<file path="src/rtl/core/kalman_filter_2d_random_walk_assert.svh">
// Assertion macros used by the filter top level.
`ifndef KALMAN_FILTER_2D_RANDOM_WALK_ASSERT_SVH
`define KALMAN_FILTER_2D_RANDOM_WALK_ASSERT_SVH

// Same-cycle implication, disabled while reset is active.
`define KF2D_ASSERT_NOW(label, clk, rst_n, ante, cons) \
  label: assert property (@(posedge clk) disable iff (!rst_n) (ante) |-> (cons)) \
    else $error("kf2d: same-cycle check failed");

// Next-cycle implication, disabled while reset is active.
`define KF2D_ASSERT_NEXT(label, clk, rst_n, ante, cons) \
  label: assert property (@(posedge clk) disable iff (!rst_n) (ante) |=> (cons)) \
    else $error("kf2d: next-cycle check failed");

`endif

</file>
<file path="src/rtl/core/kf2d_pkg.sv">
// ----------------------------------------------------------------------------
// kf2d_pkg
// Types, widths and constants for the 2D random-walk Kalman filter.
// ----------------------------------------------------------------------------
`timescale 1ns / 1ps

package kf2d_pkg;

  localparam int unsigned PosW    = 32;  // signed Q16.16 position
  localparam int unsigned VarW    = 31;  // unsigned Q15.16 variance
  localparam int unsigned FuncW   = 2;
  localparam int unsigned CfgAddrW = 2;
  localparam int unsigned CfgDataW = 32;
  localparam int unsigned GainW   = 17;  // gain 0 .. 1.0 in Q1.16
  localparam int unsigned KDivSteps = GainW;  // one quotient bit per cycle
  localparam int unsigned MulAW   = 34;
  localparam int unsigned MulBW   = 18;
  localparam int unsigned ProdW   = MulAW + MulBW;

  localparam logic [GainW-1:0] GainOne    = 17'h10000;
  localparam logic [VarW-1:0]  VarReset   = 31'd65536;
  localparam logic [VarW-1:0]  NoiseReset = 31'd6554;

  typedef enum logic [FuncW-1:0] {
    FUNC_INIT    = 2'd0,
    FUNC_PREDICT = 2'd1,
    FUNC_UPDATE  = 2'd2
  } kf2d_func_e;

  typedef enum logic [CfgAddrW-1:0] {
    REG_PROCESS_NOISE = 2'd0,
    REG_MEAS_NOISE    = 2'd1
  } kf2d_reg_e;

  typedef enum logic [1:0] {
    MSEL_X = 2'd0,
    MSEL_Y = 2'd1,
    MSEL_P = 2'd2
  } kf2d_mul_sel_e;

  typedef struct packed {
    logic          init_est;
    logic          predict;
    logic          div_start;
    logic          mul_en;
    kf2d_mul_sel_e mul_sel;
    logic          acc_x;
    logic          acc_y;
    logic          acc_p;
    logic          load_out;
  } kf2d_cmd_t;

  typedef struct packed {
    logic div_busy;
    logic div_done;
  } kf2d_sts_t;

endpackage

</file>
<file path="src/rtl/core/kf2d_in_if.sv">
// ----------------------------------------------------------------------------
// kf2d_in_if
// Input item channel: operation select and a 2D measurement.
// ----------------------------------------------------------------------------
`timescale 1ns / 1ps

interface kf2d_in_if;
  import kf2d_pkg::*;

  logic                   valid;
  logic                   ready;
  logic [FuncW-1:0]       func;
  logic signed [PosW-1:0] meas_x;
  logic signed [PosW-1:0] meas_y;

  modport source (output valid, output func, output meas_x, output meas_y, input ready);
  modport sink   (input valid, input func, input meas_x, input meas_y, output ready);
endinterface

</file>
<file path="src/rtl/core/kf2d_out_if.sv">
// ----------------------------------------------------------------------------
// kf2d_out_if
// Result item channel: estimate and shared variance.
// ----------------------------------------------------------------------------
`timescale 1ns / 1ps

interface kf2d_out_if;
  import kf2d_pkg::*;

  logic                   valid;
  logic                   ready;
  logic signed [PosW-1:0] est_x;
  logic signed [PosW-1:0] est_y;
  logic [VarW-1:0]        variance;

  modport source (output valid, output est_x, output est_y, output variance, input ready);
  modport sink   (input valid, input est_x, input est_y, input variance, output ready);
endinterface

</file>
<file path="src/rtl/core/kf2d_cfg_if.sv">
// ----------------------------------------------------------------------------
// kf2d_cfg_if
// Register write channel.
// ----------------------------------------------------------------------------
`timescale 1ns / 1ps

interface kf2d_cfg_if;
  import kf2d_pkg::*;

  logic                valid;
  logic                ready;
  logic [CfgAddrW-1:0] addr;
  logic [CfgDataW-1:0] data;

  modport source (output valid, output addr, output data, input ready);
  modport sink   (input valid, input addr, input data, output ready);
endinterface

</file>
<file path="src/rtl/core/kf2d_div.sv">
// ----------------------------------------------------------------------------
// kf2d_div
// Restoring divider for the gain: k = floor(p * 2^16 / den), one bit a cycle.
// ----------------------------------------------------------------------------
`timescale 1ns / 1ps

module kf2d_div (
  input  logic                      clk_i,
  input  logic                      rst_ni,
  input  logic                      start_i,
  input  logic [kf2d_pkg::VarW-1:0] num_i,
  input  logic [kf2d_pkg::VarW:0]   den_i,
  output logic                      busy_o,
  output logic                      done_o,
  output logic [kf2d_pkg::GainW-1:0] gain_o
);
  import kf2d_pkg::*;

  localparam int unsigned CntW = $clog2(KDivSteps + 1);
  localparam int unsigned RemW = VarW + 3;

  logic [RemW-1:0]   rem_q;
  logic [VarW:0]     den_q;
  logic              zero_q;
  logic [GainW-1:0]  quo_q;
  logic [CntW-1:0]   cnt_q;

  logic [RemW-1:0]   den_ext;
  logic [RemW-1:0]   rem_sub;
  logic              ge;
  logic [RemW-1:0]   rem_step;

  assign den_ext  = {2'b00, den_q};
  assign ge       = rem_q >= den_ext;
  assign rem_sub  = rem_q - den_ext;
  assign rem_step = ge ? {rem_sub[RemW-2:0], 1'b0} : {rem_q[RemW-2:0], 1'b0};

  // Payload registers, no reset needed.
  always_ff @(posedge clk_i) begin
    if (start_i) begin
      rem_q  <= {3'b000, num_i};
      den_q  <= den_i;
      zero_q <= (den_i == '0);
      quo_q  <= '0;
    end else if (cnt_q != '0) begin
      rem_q <= rem_step;
      quo_q <= {quo_q[GainW-2:0], ge};
    end
  end

  always_ff @(posedge clk_i or negedge rst_ni) begin
    if (!rst_ni) begin
      cnt_q <= '0;
    end else if (start_i) begin
      cnt_q <= CntW'(KDivSteps);
    end else if (cnt_q != '0) begin
      cnt_q <= cnt_q - CntW'(1);
    end
  end

  assign busy_o = (cnt_q != '0);
  assign done_o = (cnt_q == CntW'(1));
  // p + r of zero means p is zero too: gain is zero.
  assign gain_o = zero_q ? '0 : quo_q;

endmodule

</file>
<file path="src/rtl/core/kf2d_dp.sv">
// ----------------------------------------------------------------------------
// kf2d_dp
// Filter datapath: state, noise registers, shared multiplier, output register.
// ----------------------------------------------------------------------------
`timescale 1ns / 1ps

module kf2d_dp (
  input  logic                           clk_i,
  input  logic                           rst_ni,
  input  kf2d_pkg::kf2d_cmd_t            cmd_i,
  output kf2d_pkg::kf2d_sts_t            sts_o,
  input  logic                           in_fire_i,
  input  logic signed [kf2d_pkg::PosW-1:0] meas_x_i,
  input  logic signed [kf2d_pkg::PosW-1:0] meas_y_i,
  input  logic                           cfg_fire_i,
  input  logic [kf2d_pkg::CfgAddrW-1:0]  cfg_addr_i,
  input  logic [kf2d_pkg::CfgDataW-1:0]  cfg_data_i,
  output logic signed [kf2d_pkg::PosW-1:0] est_x_o,
  output logic signed [kf2d_pkg::PosW-1:0] est_y_o,
  output logic [kf2d_pkg::VarW-1:0]      variance_o
);
  import kf2d_pkg::*;

  logic [VarW-1:0]        pn_q, rn_q, p_q;
  logic signed [PosW-1:0] est_x_q, est_y_q;
  logic signed [PosW-1:0] meas_x_q, meas_y_q;
  logic signed [ProdW-1:0] prod_q;
  logic signed [PosW-1:0] out_x_q, out_y_q;
  logic [VarW-1:0]        out_p_q;

  logic [VarW:0]          pred_sum;
  logic [VarW-1:0]        pred_p;
  logic [VarW:0]          den;
  logic [GainW-1:0]       gain;
  logic signed [PosW:0]   diff_x, diff_y;
  logic signed [MulAW-1:0] mul_a;
  logic signed [MulBW-1:0] mul_b;
  logic signed [ProdW-1:0] mul_p;

  assign pred_sum = {1'b0, p_q} + {1'b0, pn_q};
  assign pred_p   = pred_sum[VarW] ? '1 : pred_sum[VarW-1:0];
  assign den      = {1'b0, p_q} + {1'b0, rn_q};

  kf2d_div u_div (
    .clk_i   (clk_i),
    .rst_ni  (rst_ni),
    .start_i (cmd_i.div_start),
    .num_i   (p_q),
    .den_i   (den),
    .busy_o  (sts_o.div_busy),
    .done_o  (sts_o.div_done),
    .gain_o  (gain)
  );

  // 33-bit exact innovation per axis
  assign diff_x = {meas_x_q[PosW-1], meas_x_q} - {est_x_q[PosW-1], est_x_q};
  assign diff_y = {meas_y_q[PosW-1], meas_y_q} - {est_y_q[PosW-1], est_y_q};

  always_comb begin
    case (cmd_i.mul_sel)
      MSEL_X: begin
        mul_a = {diff_x[PosW], diff_x};
        mul_b = {1'b0, gain};
      end
      MSEL_Y: begin
        mul_a = {diff_y[PosW], diff_y};
        mul_b = {1'b0, gain};
      end
      MSEL_P: begin
        mul_a = {3'b000, p_q};
        mul_b = {1'b0, GainOne - gain};
      end
      default: begin
        mul_a = '0;
        mul_b = '0;
      end
    endcase
  end

  assign mul_p = mul_a * mul_b;

  // Payload registers
  always_ff @(posedge clk_i) begin
    if (in_fire_i) begin
      meas_x_q <= meas_x_i;
      meas_y_q <= meas_y_i;
    end
    if (cmd_i.mul_en) begin
      prod_q <= mul_p;
    end
    if (cmd_i.load_out) begin
      out_x_q <= est_x_q;
      out_y_q <= est_y_q;
      out_p_q <= p_q;
    end
  end

  // Filter state and noise registers
  always_ff @(posedge clk_i or negedge rst_ni) begin
    if (!rst_ni) begin
      pn_q    <= NoiseReset;
      rn_q    <= NoiseReset;
      est_x_q <= '0;
      est_y_q <= '0;
      p_q     <= VarReset;
    end else begin
      if (cfg_fire_i) begin
        case (cfg_addr_i)
          REG_PROCESS_NOISE: pn_q <= cfg_data_i[VarW-1:0];
          REG_MEAS_NOISE:    rn_q <= cfg_data_i[VarW-1:0];
          default: ;
        endcase
      end
      if (cmd_i.init_est) begin
        est_x_q <= meas_x_q;
        est_y_q <= meas_y_q;
      end
      if (cmd_i.predict) begin
        p_q <= pred_p;
      end
      // floor(prod / 2^16); result lies between est and meas
      if (cmd_i.acc_x) begin
        est_x_q <= est_x_q + prod_q[PosW+15:16];
      end
      if (cmd_i.acc_y) begin
        est_y_q <= est_y_q + prod_q[PosW+15:16];
      end
      if (cmd_i.acc_p) begin
        p_q <= prod_q[VarW+15:16];
      end
    end
  end

  assign est_x_o    = out_x_q;
  assign est_y_o    = out_y_q;
  assign variance_o = out_p_q;

endmodule

</file>
<file path="src/rtl/core/kf2d_ctrl.sv">
// ----------------------------------------------------------------------------
// kf2d_ctrl
// Operation sequencer: issues datapath commands and owns the handshakes.
// ----------------------------------------------------------------------------
`timescale 1ns / 1ps

module kf2d_ctrl (
  input  logic                         clk_i,
  input  logic                         rst_ni,
  input  logic                         in_valid_i,
  input  logic [kf2d_pkg::FuncW-1:0]   in_func_i,
  output logic                         in_ready_o,
  output logic                         out_valid_o,
  input  logic                         out_ready_i,
  output kf2d_pkg::kf2d_cmd_t          cmd_o,
  input  kf2d_pkg::kf2d_sts_t          sts_i
);
  import kf2d_pkg::*;

  typedef enum logic [2:0] {
    S_IDLE,
    S_DIV,
    S_MX,
    S_MY,
    S_MP,
    S_LAST,
    S_DONE
  } state_e;

  state_e    state_q;
  kf2d_cmd_t cmd_q;
  kf2d_cmd_t cmd_d;
  logic      out_valid_q;
  logic      load_out;

  assign in_ready_o = (state_q == S_IDLE);
  // Result register is free, or its item leaves this cycle.
  assign load_out   = (state_q == S_DONE) && (!out_valid_q || out_ready_i);

  // Command for the next cycle
  always_comb begin
    cmd_d = '0;
    case (state_q)
      S_IDLE: begin
        if (in_valid_i) begin
          case (in_func_i)
            FUNC_INIT:    cmd_d.init_est  = 1'b1;
            FUNC_PREDICT: cmd_d.predict   = 1'b1;
            FUNC_UPDATE:  cmd_d.div_start = 1'b1;
            default: ;
          endcase
        end
      end
      S_DIV: begin
        if (sts_i.div_done) begin
          cmd_d.mul_en  = 1'b1;
          cmd_d.mul_sel = MSEL_X;
        end
      end
      S_MX: begin
        cmd_d.acc_x   = 1'b1;
        cmd_d.mul_en  = 1'b1;
        cmd_d.mul_sel = MSEL_Y;
      end
      S_MY: begin
        cmd_d.acc_y   = 1'b1;
        cmd_d.mul_en  = 1'b1;
        cmd_d.mul_sel = MSEL_P;
      end
      S_MP: begin
        cmd_d.acc_p = 1'b1;
      end
      default: ;
    endcase
  end

  always_ff @(posedge clk_i or negedge rst_ni) begin
    if (!rst_ni) begin
      state_q     <= S_IDLE;
      cmd_q       <= '0;
      out_valid_q <= 1'b0;
    end else begin
      cmd_q <= cmd_d;
      if (load_out) begin
        out_valid_q <= 1'b1;
      end else if (out_ready_i) begin
        out_valid_q <= 1'b0;
      end

      case (state_q)
        S_IDLE: begin
          if (in_valid_i) begin
            case (in_func_i)
              FUNC_INIT:    state_q <= S_LAST;
              FUNC_PREDICT: state_q <= S_LAST;
              FUNC_UPDATE:  state_q <= S_DIV;
              default:      state_q <= S_DONE;
            endcase
          end
        end
        S_DIV: begin
          if (sts_i.div_done) begin
            state_q <= S_MX;
          end
        end
        S_MX: begin
          state_q <= S_MY;
        end
        S_MY: begin
          state_q <= S_MP;
        end
        S_MP: begin
          state_q <= S_LAST;
        end
        S_LAST: begin
          state_q <= S_DONE;
        end
        S_DONE: begin
          if (load_out) begin
            state_q <= S_IDLE;
          end
        end
        default: state_q <= S_IDLE;
      endcase
    end
  end

  always_comb begin
    cmd_o          = cmd_q;
    cmd_o.load_out = load_out;
  end

  assign out_valid_o = out_valid_q;

endmodule

</file>
<file path="src/rtl/core/kalman_filter_2d_random_walk.sv">
// ----------------------------------------------------------------------------
// kalman_filter_2d_random_walk
// Two-axis random-walk Kalman filter in signed Q16.16, shared scalar variance.
// ----------------------------------------------------------------------------
// Usage:
//   in_i   : one item per operation (func, meas_x, meas_y). func selects
//            init (load estimate), predict (variance += process noise,
//            saturating) or update (blend measurement with gain p/(p+r)).
//            func 3 leaves state alone and just reports it.
//   out_o  : exactly one item per input item: est_x, est_y, variance.
//   cfg_i  : register writes (0 process noise, 1 measurement noise), always
//            ready; write only while no item is in flight.
// Sequence: init and predict apply their command, then load the result;
//   func 3 goes straight to loading the result. update runs the 17-step
//   bit-serial gain divider, then three passes through the single 34x18
//   multiplier (x, y, variance) before its result is loaded.
// One item is worked on at a time; in_i.ready is high only while idle.
// A finished result sits in an output register, so the next item is taken
// while it waits; if the receiver still stalls when that next item is done,
// the block holds it until the register drains.
// Reset: estimates 0, variance 1.0, both noise registers 0.1 (6554).
// ----------------------------------------------------------------------------
`timescale 1ns / 1ps
`include "kalman_filter_2d_random_walk_assert.svh"

module kalman_filter_2d_random_walk (
  input  logic       clk_i,
  input  logic       rst_ni,
  kf2d_in_if.sink    in_i,
  kf2d_out_if.source out_o,
  kf2d_cfg_if.sink   cfg_i
);
  import kf2d_pkg::*;

  kf2d_cmd_t cmd;
  kf2d_sts_t sts;
  logic      in_fire;
  logic      cfg_fire;

  assign cfg_i.ready = 1'b1;
  assign in_fire     = in_i.valid && in_i.ready;
  assign cfg_fire    = cfg_i.valid && cfg_i.ready;

  // Sequencer: handshakes and the per-operation command schedule
  kf2d_ctrl u_ctrl (
    .clk_i       (clk_i),
    .rst_ni      (rst_ni),
    .in_valid_i  (in_i.valid),
    .in_func_i   (in_i.func),
    .in_ready_o  (in_i.ready),
    .out_valid_o (out_o.valid),
    .out_ready_i (out_o.ready),
    .cmd_o       (cmd),
    .sts_i       (sts)
  );

  // Datapath: filter state, gain divider, shared multiplier, result register
  kf2d_dp u_dp (
    .clk_i      (clk_i),
    .rst_ni     (rst_ni),
    .cmd_i      (cmd),
    .sts_o      (sts),
    .in_fire_i  (in_fire),
    .meas_x_i   (in_i.meas_x),
    .meas_y_i   (in_i.meas_y),
    .cfg_fire_i (cfg_fire),
    .cfg_addr_i (cfg_i.addr),
    .cfg_data_i (cfg_i.data),
    .est_x_o    (out_o.est_x),
    .est_y_o    (out_o.est_y),
    .variance_o (out_o.variance)
  );

  // One item in flight: no second accept right behind the first.
  `KF2D_ASSERT_NEXT(a_one_in_flight, clk_i, rst_ni, in_fire, !in_i.ready)
  // A divider start is always followed by a running divider.
  `KF2D_ASSERT_NEXT(a_div_runs, clk_i, rst_ni, cmd.div_start, sts.div_busy)
  // The multiplier is only used once the gain has settled.
  `KF2D_ASSERT_NOW(a_mul_after_div, clk_i, rst_ni, cmd.mul_en, !sts.div_busy)

endmodule

</file>
<file path="src/flat_wrapper.sv">
// flat-port wrapper written by rule: the top's interface ports become plain ports
module kalman_filter_2d_random_walk_flat import kf2d_pkg::*;
  (clk_i, rst_ni, in_i_valid, in_i_func, in_i_meas_x, in_i_meas_y, in_i_ready, out_o_valid, out_o_est_x, out_o_est_y, out_o_variance, out_o_ready, cfg_i_valid, cfg_i_addr, cfg_i_data, cfg_i_ready);
  kf2d_in_if in_i_i ();
  kf2d_out_if out_o_i ();
  kf2d_cfg_if cfg_i_i ();
  input  logic clk_i;
  input  logic rst_ni;
  input wire logic [$bits(in_i_i.valid)-1:0] in_i_valid;
  input wire logic [$bits(in_i_i.func)-1:0] in_i_func;
  input wire logic [$bits(in_i_i.meas_x)-1:0] in_i_meas_x;
  input wire logic [$bits(in_i_i.meas_y)-1:0] in_i_meas_y;
  output wire logic [$bits(in_i_i.ready)-1:0] in_i_ready;
  output wire logic [$bits(out_o_i.valid)-1:0] out_o_valid;
  output wire logic [$bits(out_o_i.est_x)-1:0] out_o_est_x;
  output wire logic [$bits(out_o_i.est_y)-1:0] out_o_est_y;
  output wire logic [$bits(out_o_i.variance)-1:0] out_o_variance;
  input wire logic [$bits(out_o_i.ready)-1:0] out_o_ready;
  input wire logic [$bits(cfg_i_i.valid)-1:0] cfg_i_valid;
  input wire logic [$bits(cfg_i_i.addr)-1:0] cfg_i_addr;
  input wire logic [$bits(cfg_i_i.data)-1:0] cfg_i_data;
  output wire logic [$bits(cfg_i_i.ready)-1:0] cfg_i_ready;
  assign in_i_i.valid = in_i_valid;
  assign in_i_i.func = in_i_func;
  assign in_i_i.meas_x = in_i_meas_x;
  assign in_i_i.meas_y = in_i_meas_y;
  assign in_i_ready = in_i_i.ready;
  assign out_o_valid = out_o_i.valid;
  assign out_o_est_x = out_o_i.est_x;
  assign out_o_est_y = out_o_i.est_y;
  assign out_o_variance = out_o_i.variance;
  assign out_o_i.ready = out_o_ready;
  assign cfg_i_i.valid = cfg_i_valid;
  assign cfg_i_i.addr = cfg_i_addr;
  assign cfg_i_i.data = cfg_i_data;
  assign cfg_i_ready = cfg_i_i.ready;
  kalman_filter_2d_random_walk u_core (.clk_i(clk_i), .rst_ni(rst_ni), .in_i(in_i_i), .out_o(out_o_i), .cfg_i(cfg_i_i));
endmodule
</file>
<file path="config.mk">
export PLATFORM = sky130hd
export DESIGN_NAME = kalman_filter_2d_random_walk_flat
export DESIGN_NICKNAME = d
export VERILOG_FILES = /design/src/rtl/core/kf2d_pkg.sv /design/src/rtl/core/kf2d_in_if.sv /design/src/rtl/core/kf2d_out_if.sv /design/src/rtl/core/kf2d_cfg_if.sv /design/src/rtl/core/kf2d_div.sv /design/src/rtl/core/kf2d_dp.sv /design/src/rtl/core/kf2d_ctrl.sv /design/src/rtl/core/kalman_filter_2d_random_walk.sv /design/src/flat_wrapper.sv
export VERILOG_INCLUDE_DIRS = /design/src /design/src/rtl/core
export SDC_FILE = /design/constraint.sdc
export NUM_CORES = 2
export LEC_CHECK = 0
export ABC_AREA = 1
export BUFFER_PORTS_ARGS = -buffer_cell sky130_fd_sc_hd__buf_2
export CAP_MARGIN = 20
export CORE_AREA = 2 2 343 345
export DETAILED_ROUTE_END_ITERATION = 12
export DIE_AREA = 0 0 345 347
export HOLD_SLACK_MARGIN = 0.12
export PLACE_DENSITY = 0.57
export SYNTH_ARGS = -nofsm -noshare
export SYNTH_HDL_FRONTEND = slang
export SYNTH_SLANG_ARGS = --single-unit
export TNS_END_PERCENT = 100
</file>
<file path="constraint.sdc">
create_clock -name clk_i -period 18.18 [get_ports clk_i]
set_input_delay 1.818 -clock clk_i [delete_from_list [all_inputs] [get_ports clk_i]]
set_output_delay 1.818 -clock clk_i [all_outputs]
set_load 0.03 [all_outputs]
</file>
Word level (Yosys, flattened, before mapping)

Cells that the tools add are included.
W data, S select, Z words.

Register bits: 466
Bits of input ports: 105
Output and inout bits: 98
Logic and storage cells: 105

Multiply operators: 1
Magnitude comparators: 1
Multiplexer cells: 32
Reductions and logical operators: 20
Equal/unequal tests: 15
Add/subtract/negate cells: 9

Operator list:

| operator                 | count |
|---|---|
| $mux W31                 | 5 |
| $mux W32                 | 4 |
| $pmux W34 S3             | 1 |
| $sub A32 B32 Y33         | 2 |
| $add A31 B31 Y32         | 2 |
| $add A32 B32 Y32         | 2 |
| $mul A34 B18 Y48         | 1 |
| $ge A34 B32 Y1           | 1 |
| $mux W34                 | 1 |
| $pmux W17 S2             | 1 |
| $sub A33 B32 Y33         | 1 |
| $logic_not A32 Y1        | 1 |
| $pmux W3 S7              | 1 |
| $mux W3                  | 6 |
| $mux W17                 | 1 |
| $sub A17 B17 Y17 const A | 1 |
| $mux W5                  | 2 |
| $reduce_bool A2 Y1       | 5 |
| $eq A3 B3 Y1 const B     | 3 |
| $pmux W3 S3              | 1 |
| $mux W1                  | 8 |
| $eq A2 B1 Y1 const B     | 3 |
| $eq A3 B2 Y1 const B     | 2 |
| $logic_not A2 Y1         | 3 |
| 15 further kinds         | 20 |

Depth between registers and ports, before layout

Word-level depth: 5
Gate-level depth with buffers: 43
Mapped depth without buffers: 43

Cells and area by module

From an unflattened synthesis, not the netlist that was laid out.

Cell total of the unflattened synthesis: 6525
Area, all modules: 50659.8 sq um

Modules (own cells, without submodules):

| module                       | sequential area each (sq um) | times used | cells an instance | area an instance (sq um) |
|---|---|---|---|---|
| kf2d_dp                      | 9683.0                       | 1          | 5656              | 44059.8 |
| kf2d_div                     | 2447.3                       | 1          | 802               | 6008.3 |
| kf2d_ctrl                    | 325.3                        | 1          | 63                | 573.0 |
| kalman_filter_2d_random_walk | 0.0                          | 1          | 4                 | 18.8 |

Worst setup path before layout

OpenSTA, ideal clock, no wires.

Kind: register to register
From: register u_core.u_dp.est_y_q[0]
To: register u_core.u_dp.prod_q[35], data pin
Stages on the path, launching flop included: 38
Period minus slack after synthesis: 7247 ps
Setup time: 259 ps
Path slack: 10933 ps
Buffers on the path: 1
Data arrival time: 6988 ps
Data required time: 17921 ps
Cell sequence: dfrtp_1 > ha_1 > fa_1 > inv_1 > nand2_1 > nand2_1 > nand2_1 > inv_1 > a31oi_1 > inv_1 > nand2_1 > nand2_1 > a21boi_0 > or2_2 > nand3_1 > o211ai_4 > buf_6 > nand2_1 > [... 2 more ...] > inv_1 > fa_1 > fa_1 > inv_1 > fa_1 > fa_1 > inv_1 > fa_1 > inv_1 > ha_1 > nand2_1 > nor2_1 > nand2_1 > nor4_1 > a21oi_1 > o21ai_0 > a21oi_1 > xnor2_1

Cells in the longest elaborated chain, start to end: 3

Ends and longest elaborated chain:

| element                   | line           | RTL |
|---|---|---|
| from (decl)               | kf2d_dp.sv:25  | `logic signed [PosW-1:0] est_x_q, est_y_q;` |
| from (signal assigned)    | kf2d_dp.sv:116 | `est_y_q <= meas_y_q;` |
| from (signal assigned)    | kf2d_dp.sv:126 | `est_y_q <= est_y_q + prod_q[PosW+15:16];` |
| $sub A32 B32 Y33          | kf2d_dp.sv:57  | `assign diff_y = {meas_y_q[PosW-1], meas_y_q} - {est_y_q[PosW-1], est_y_q};` |
| $pmux W34 S3              | kf2d_dp.sv:60  | `case (cmd_i.mul_sel)` |
| $mul A34 B18 Y48          | kf2d_dp.sv:80  | `assign mul_p = mul_a * mul_b;` |
| net u_core.u_dp.mul_p[35] | kf2d_dp.sv:38  | `logic signed [ProdW-1:0] mul_p;` |
| to (signal assigned)      | kf2d_dp.sv:89  | `prod_q <= mul_p;` |
| to (decl)                 | kf2d_dp.sv:27  | `logic signed [ProdW-1:0] prod_q;` |

The timed path passes the listed nets, and every way through them passes these cells.
A chain may end at the register's enable or synchronous reset.

Worst setup path after layout

From: register u_core.u_dp.est_x_q[2]
To: register u_core.u_dp.prod_q[31], data pin

Cells in the longest elaborated chain, start to end: 3

Ends and longest elaborated chain:

| element                   | line           | RTL |
|---|---|---|
| from (decl)               | kf2d_dp.sv:25  |  |
| from (signal assigned)    | kf2d_dp.sv:115 | `est_x_q <= meas_x_q;` |
| from (signal assigned)    | kf2d_dp.sv:123 | `est_x_q <= est_x_q + prod_q[PosW+15:16];` |
| $sub A32 B32 Y33          | kf2d_dp.sv:56  | `assign diff_x = {meas_x_q[PosW-1], meas_x_q} - {est_x_q[PosW-1], est_x_q};` |
| $pmux W34 S3              | kf2d_dp.sv:60  |  |
| $mul A34 B18 Y48          | kf2d_dp.sv:80  |  |
| net u_core.u_dp.mul_p[31] | kf2d_dp.sv:38  |  |

The timed path passes the listed nets, and every way through them passes these cells.

==> summary.txt <==
Run status
  • Status: complete, no violations

Yosys
  • Avg Inst Size Synth: 7.64 µm²
  • Synth Flop Type: edfxtp_1
  • Post-synth ARST share: 38.8%
  • Number of synthesized register bits: 449
  • Synthesized area: between 50000 and 60000 µm²
  • Syn. warnings: 0
  • Cell variety after synth: between 60 and 70
  • Post-synth EDFFs: approximately 260
  • Seq/Total Area, Yosys: 24.5%
  • Synthesized instance count: around 6600
  • Post-synthesis net count: 7594

Worst setup path
  • Crit path max-delay family: adder cells
  • Most frequent CP cell: nand2_1
  • Kind of critical path: reg2reg
  • Buf+Inv Stages, Crit Path: 8
  • Reg2reg start: u_core.u_dp.est_x_q[2]
  • R2R cell count: 35
  • Crit path required time: between 15 and 20 ns
  • Reg-to-reg endpoint: u_core.u_dp.prod_q[31]
  • Reg2reg setup slack: about 8.9 ns
  • Crit path max fanout: 17
  • Crit path max-delay cell type: o21ai_0
  • Crit-path max cell delay: between 0.8 and 0.9 ns
  • Startpoint Class: flip-flop
  • Worst EP arrival: between 9 and 10 ns
  • Capturing element type of the critical path: flip-flop

Clocking
  • CTS tree: done
  • Clock Pin Slew Worst Setup and Hold Paths: 0.06 ns
  • Clk sinks: about 450
  • Post-CTS setup buffer count: 0
  • H-Tree Depth: 2
  • Clock Latency Late Sink: approximately 0.68 ns
  • CTS resizes: 0
  • Clock Path Buffers: 3
  • CTS Buf Count: 54
  • Root Buffer: clkbuf_16
  • CTS Hold Buffers Added: 0

Routing
  • Met3 WL: ~12 mm
  • DR top layer: met5
  • Met2 routed WL: just over 80 mm
  • DR WL/cell: 21.2 µm
  • Total wire length: between 150 and 200 mm
  • Via density: roughly 5.3
  • Drc violations: 0
  • DRT antenna net count: 0
  • Pre-Repair DR Iteration Count: 6
  • 1st-iter DRT viols: approximately 3700
  • Met1 Wirelength: 77.0 mm
  • Routed via count: 44013

STA
  • Min cycle time layout: slightly above 9 ns
  • Worst Slack Setup Final: 8.86 ns
  • Max-slew violation count: 0
  • Final setup viols: 0
  • Worst clock skew: 0.0468 ns
  • Fin crit share: roughly 50%
  • RSZ-0062 raised after global routing: false
  • Final Hold Vio Count: 0
  • Final setup TNS: 0 ns
  • Hold_ws: 0.479 ns
  • Least-Margin Pin Slew: ~1.1 ns
  • Slew headroom: 27.3%
  • FMAX: 107 MHz

Min path
  • Worst min-delay path endpoint: u_core.u_dp.u_div.quo_q[9]
  • Hold Path Class: reg2reg
  • Hold-critical path depth: 2
  • Min-Delay Startpoint: u_core.u_dp.u_div.quo_q[8]

Cells and area
  • Ratio of cells with drive above 1 in the final layout: roughly 7%
  • Most common cell after layout, fill and taps aside: nand2_1
  • Register area: 12400 µm²
  • Final instance area: ~55000 µm²
  • Final layout net count: 7760
  • Area of the multi-input gates: around 32000 µm²
  • Fillers: around 12000
  • P&R area growth vs syn: 9.30%
  • Most frequent cells in the layout: nand2_1 (1629), inv_1 (1500), fa_1 (521), nor2_1 (489), o21ai_0 (340)

Floorplanning
  • Row cnt: ~130
  • Die area: 120000 µm²
  • DIE HEIGHT: 347 µm
  • Die Span X: roughly 350 µm
  • Core area: approximately 120000 µm²
  • Initial Util: 43.8%
  • Ports: 203

Placed design
  • Placed cell area: 53400 µm²
  • Post-DP HPWL: approximately 140 mm
  • Routability cong.: about 0.96
  • Place WS: slightly above 9 ns
  • IO buf count: 200

Global routing
  • First-pass GRT wire length: approximately 270 mm
  • Largest net degree at the start of global routing: 68
  • Overflow after GRT: 0
  • Initial antenna violation count: 6
  • Total GRT Usage: a little under 30%
  • Vias in the first global route: between 40000 and 50000

Job
  • Max-cap violations: 0
[Yosys cell counts (all sizes together), types with 20 or more instances]
cell    count  area [µm²]
edfxtp    255        7660
nand4      38         244
clkbuf     91         343
a31oi      47         294
ha        334        4180
o21ai     356        1790
a21o       32         240
xnor2      60         533
buf        64         359
a21oi     335        1680
o211ai     41         367
nand3     227        1190
nor2      511        1960
fa        521       10400
nand3b     23         173
xor2       85         782
nand2    1647        6240
dfxtp      20         400
nor3       56         285
inv      1509        5660
or2        32         200
dfrtp     159        3980
o22ai      36         225
o21bai     41         308
[state kept, by name (all words and copies together), names as in the netlist, 17 cells and up]
name                     count
u_core.u_dp.prod_q          32
u_core.u_dp.u_div.quo_q     17
u_core.u_dp.est_y_o         32
u_core.u_dp.variance_o      31
u_core.u_dp.meas_y_q        32
u_core.u_dp.u_div.den_q     32
u_core.u_dp.p_q             31
u_core.u_dp.rn_q            31
u_core.u_dp.est_y_q         32
u_core.u_dp.est_x_q         32
u_core.u_dp.meas_x_q        32
u_core.u_dp.pn_q            31
u_core.u_dp.est_x_o         32
u_core.u_dp.u_div.rem_q     34
[routing by layer]
layer	up-vias	GRT usage [%]
li1	20925	-
met1	21427	40.4
met2	1429	49.0
met3	228	4.44
met4	4	8.88
met5	-	0
[cells by family (layout without fill, tap and decap cells)]
kind of cell             after synthesis  count (layout)  synth area share [%]
buffers and inverters               1669            1881                  12.6
other                                  1               3               0.00740
flip-flops                           449             449                  24.5
adder cells (fa/ha/maj)              855             855                  28.8
XOR/XNOR                             145             145                  2.60
AND/OR/NAND/NOR                     2564            2564                  20.7
AO/OA/AOI/OAI                        951             951                  10.7
[through the flow]
stage	utilization, %	instances
3_3_place_gp	46.2	8268
6_report	47.8	8372
4_1_cts	47.8	8370
5_1_grt	47.8	8370
2_1_floorplan	-	6634
3_5_place_dp	46.2	8268
[worst max-delay path by stage]
stage / startpoint / to / cells after the start
global route: u_core.u_dp.est_x_q[6] / u_core.u_dp.prod_q[47] / 38
CTS: u_core.u_dp.est_x_q[2] / u_core.u_dp.prod_q[31] / 35
floorplan: u_core.u_dp.est_y_q[0] / u_core.u_dp.prod_q[35] / 37
global placement: u_core.u_dp.est_x_q[2] / u_core.u_dp.prod_q[31] / 35
finish: u_core.u_dp.est_x_q[2] / u_core.u_dp.prod_q[31] / 35
detailed placement: u_core.u_dp.est_x_q[2] / u_core.u_dp.prod_q[31] / 35
[cell type report]
type / instances / area share, %
antenna: 2 / 0.00904
clock buffer: 66 / 2.63
clock inverter: 36 / 0.888
inverter: 1514 / 10.3
multi-input combinational: 4516 / 57.6
sequential: 449 / 22.5
tap: 1524 / 3.44
timing repair buffer: 265 / 2.70
[worst register-to-register path: cells and delay by family (launching register included)]
family	cells	cell delay (ns)
XOR/XNOR	1	0.30
adder cells (fa/ha/maj)	8	3.80
buffers and inverters	8	0.85
flip-flops	1	0.44
AO/OA/AOI/OAI	6	2.12
AND/OR/NAND/NOR	12	1.62
Power is not shown: default switching activity piles up to over one toggle a cycle in this logic, so the estimate is an artifact.
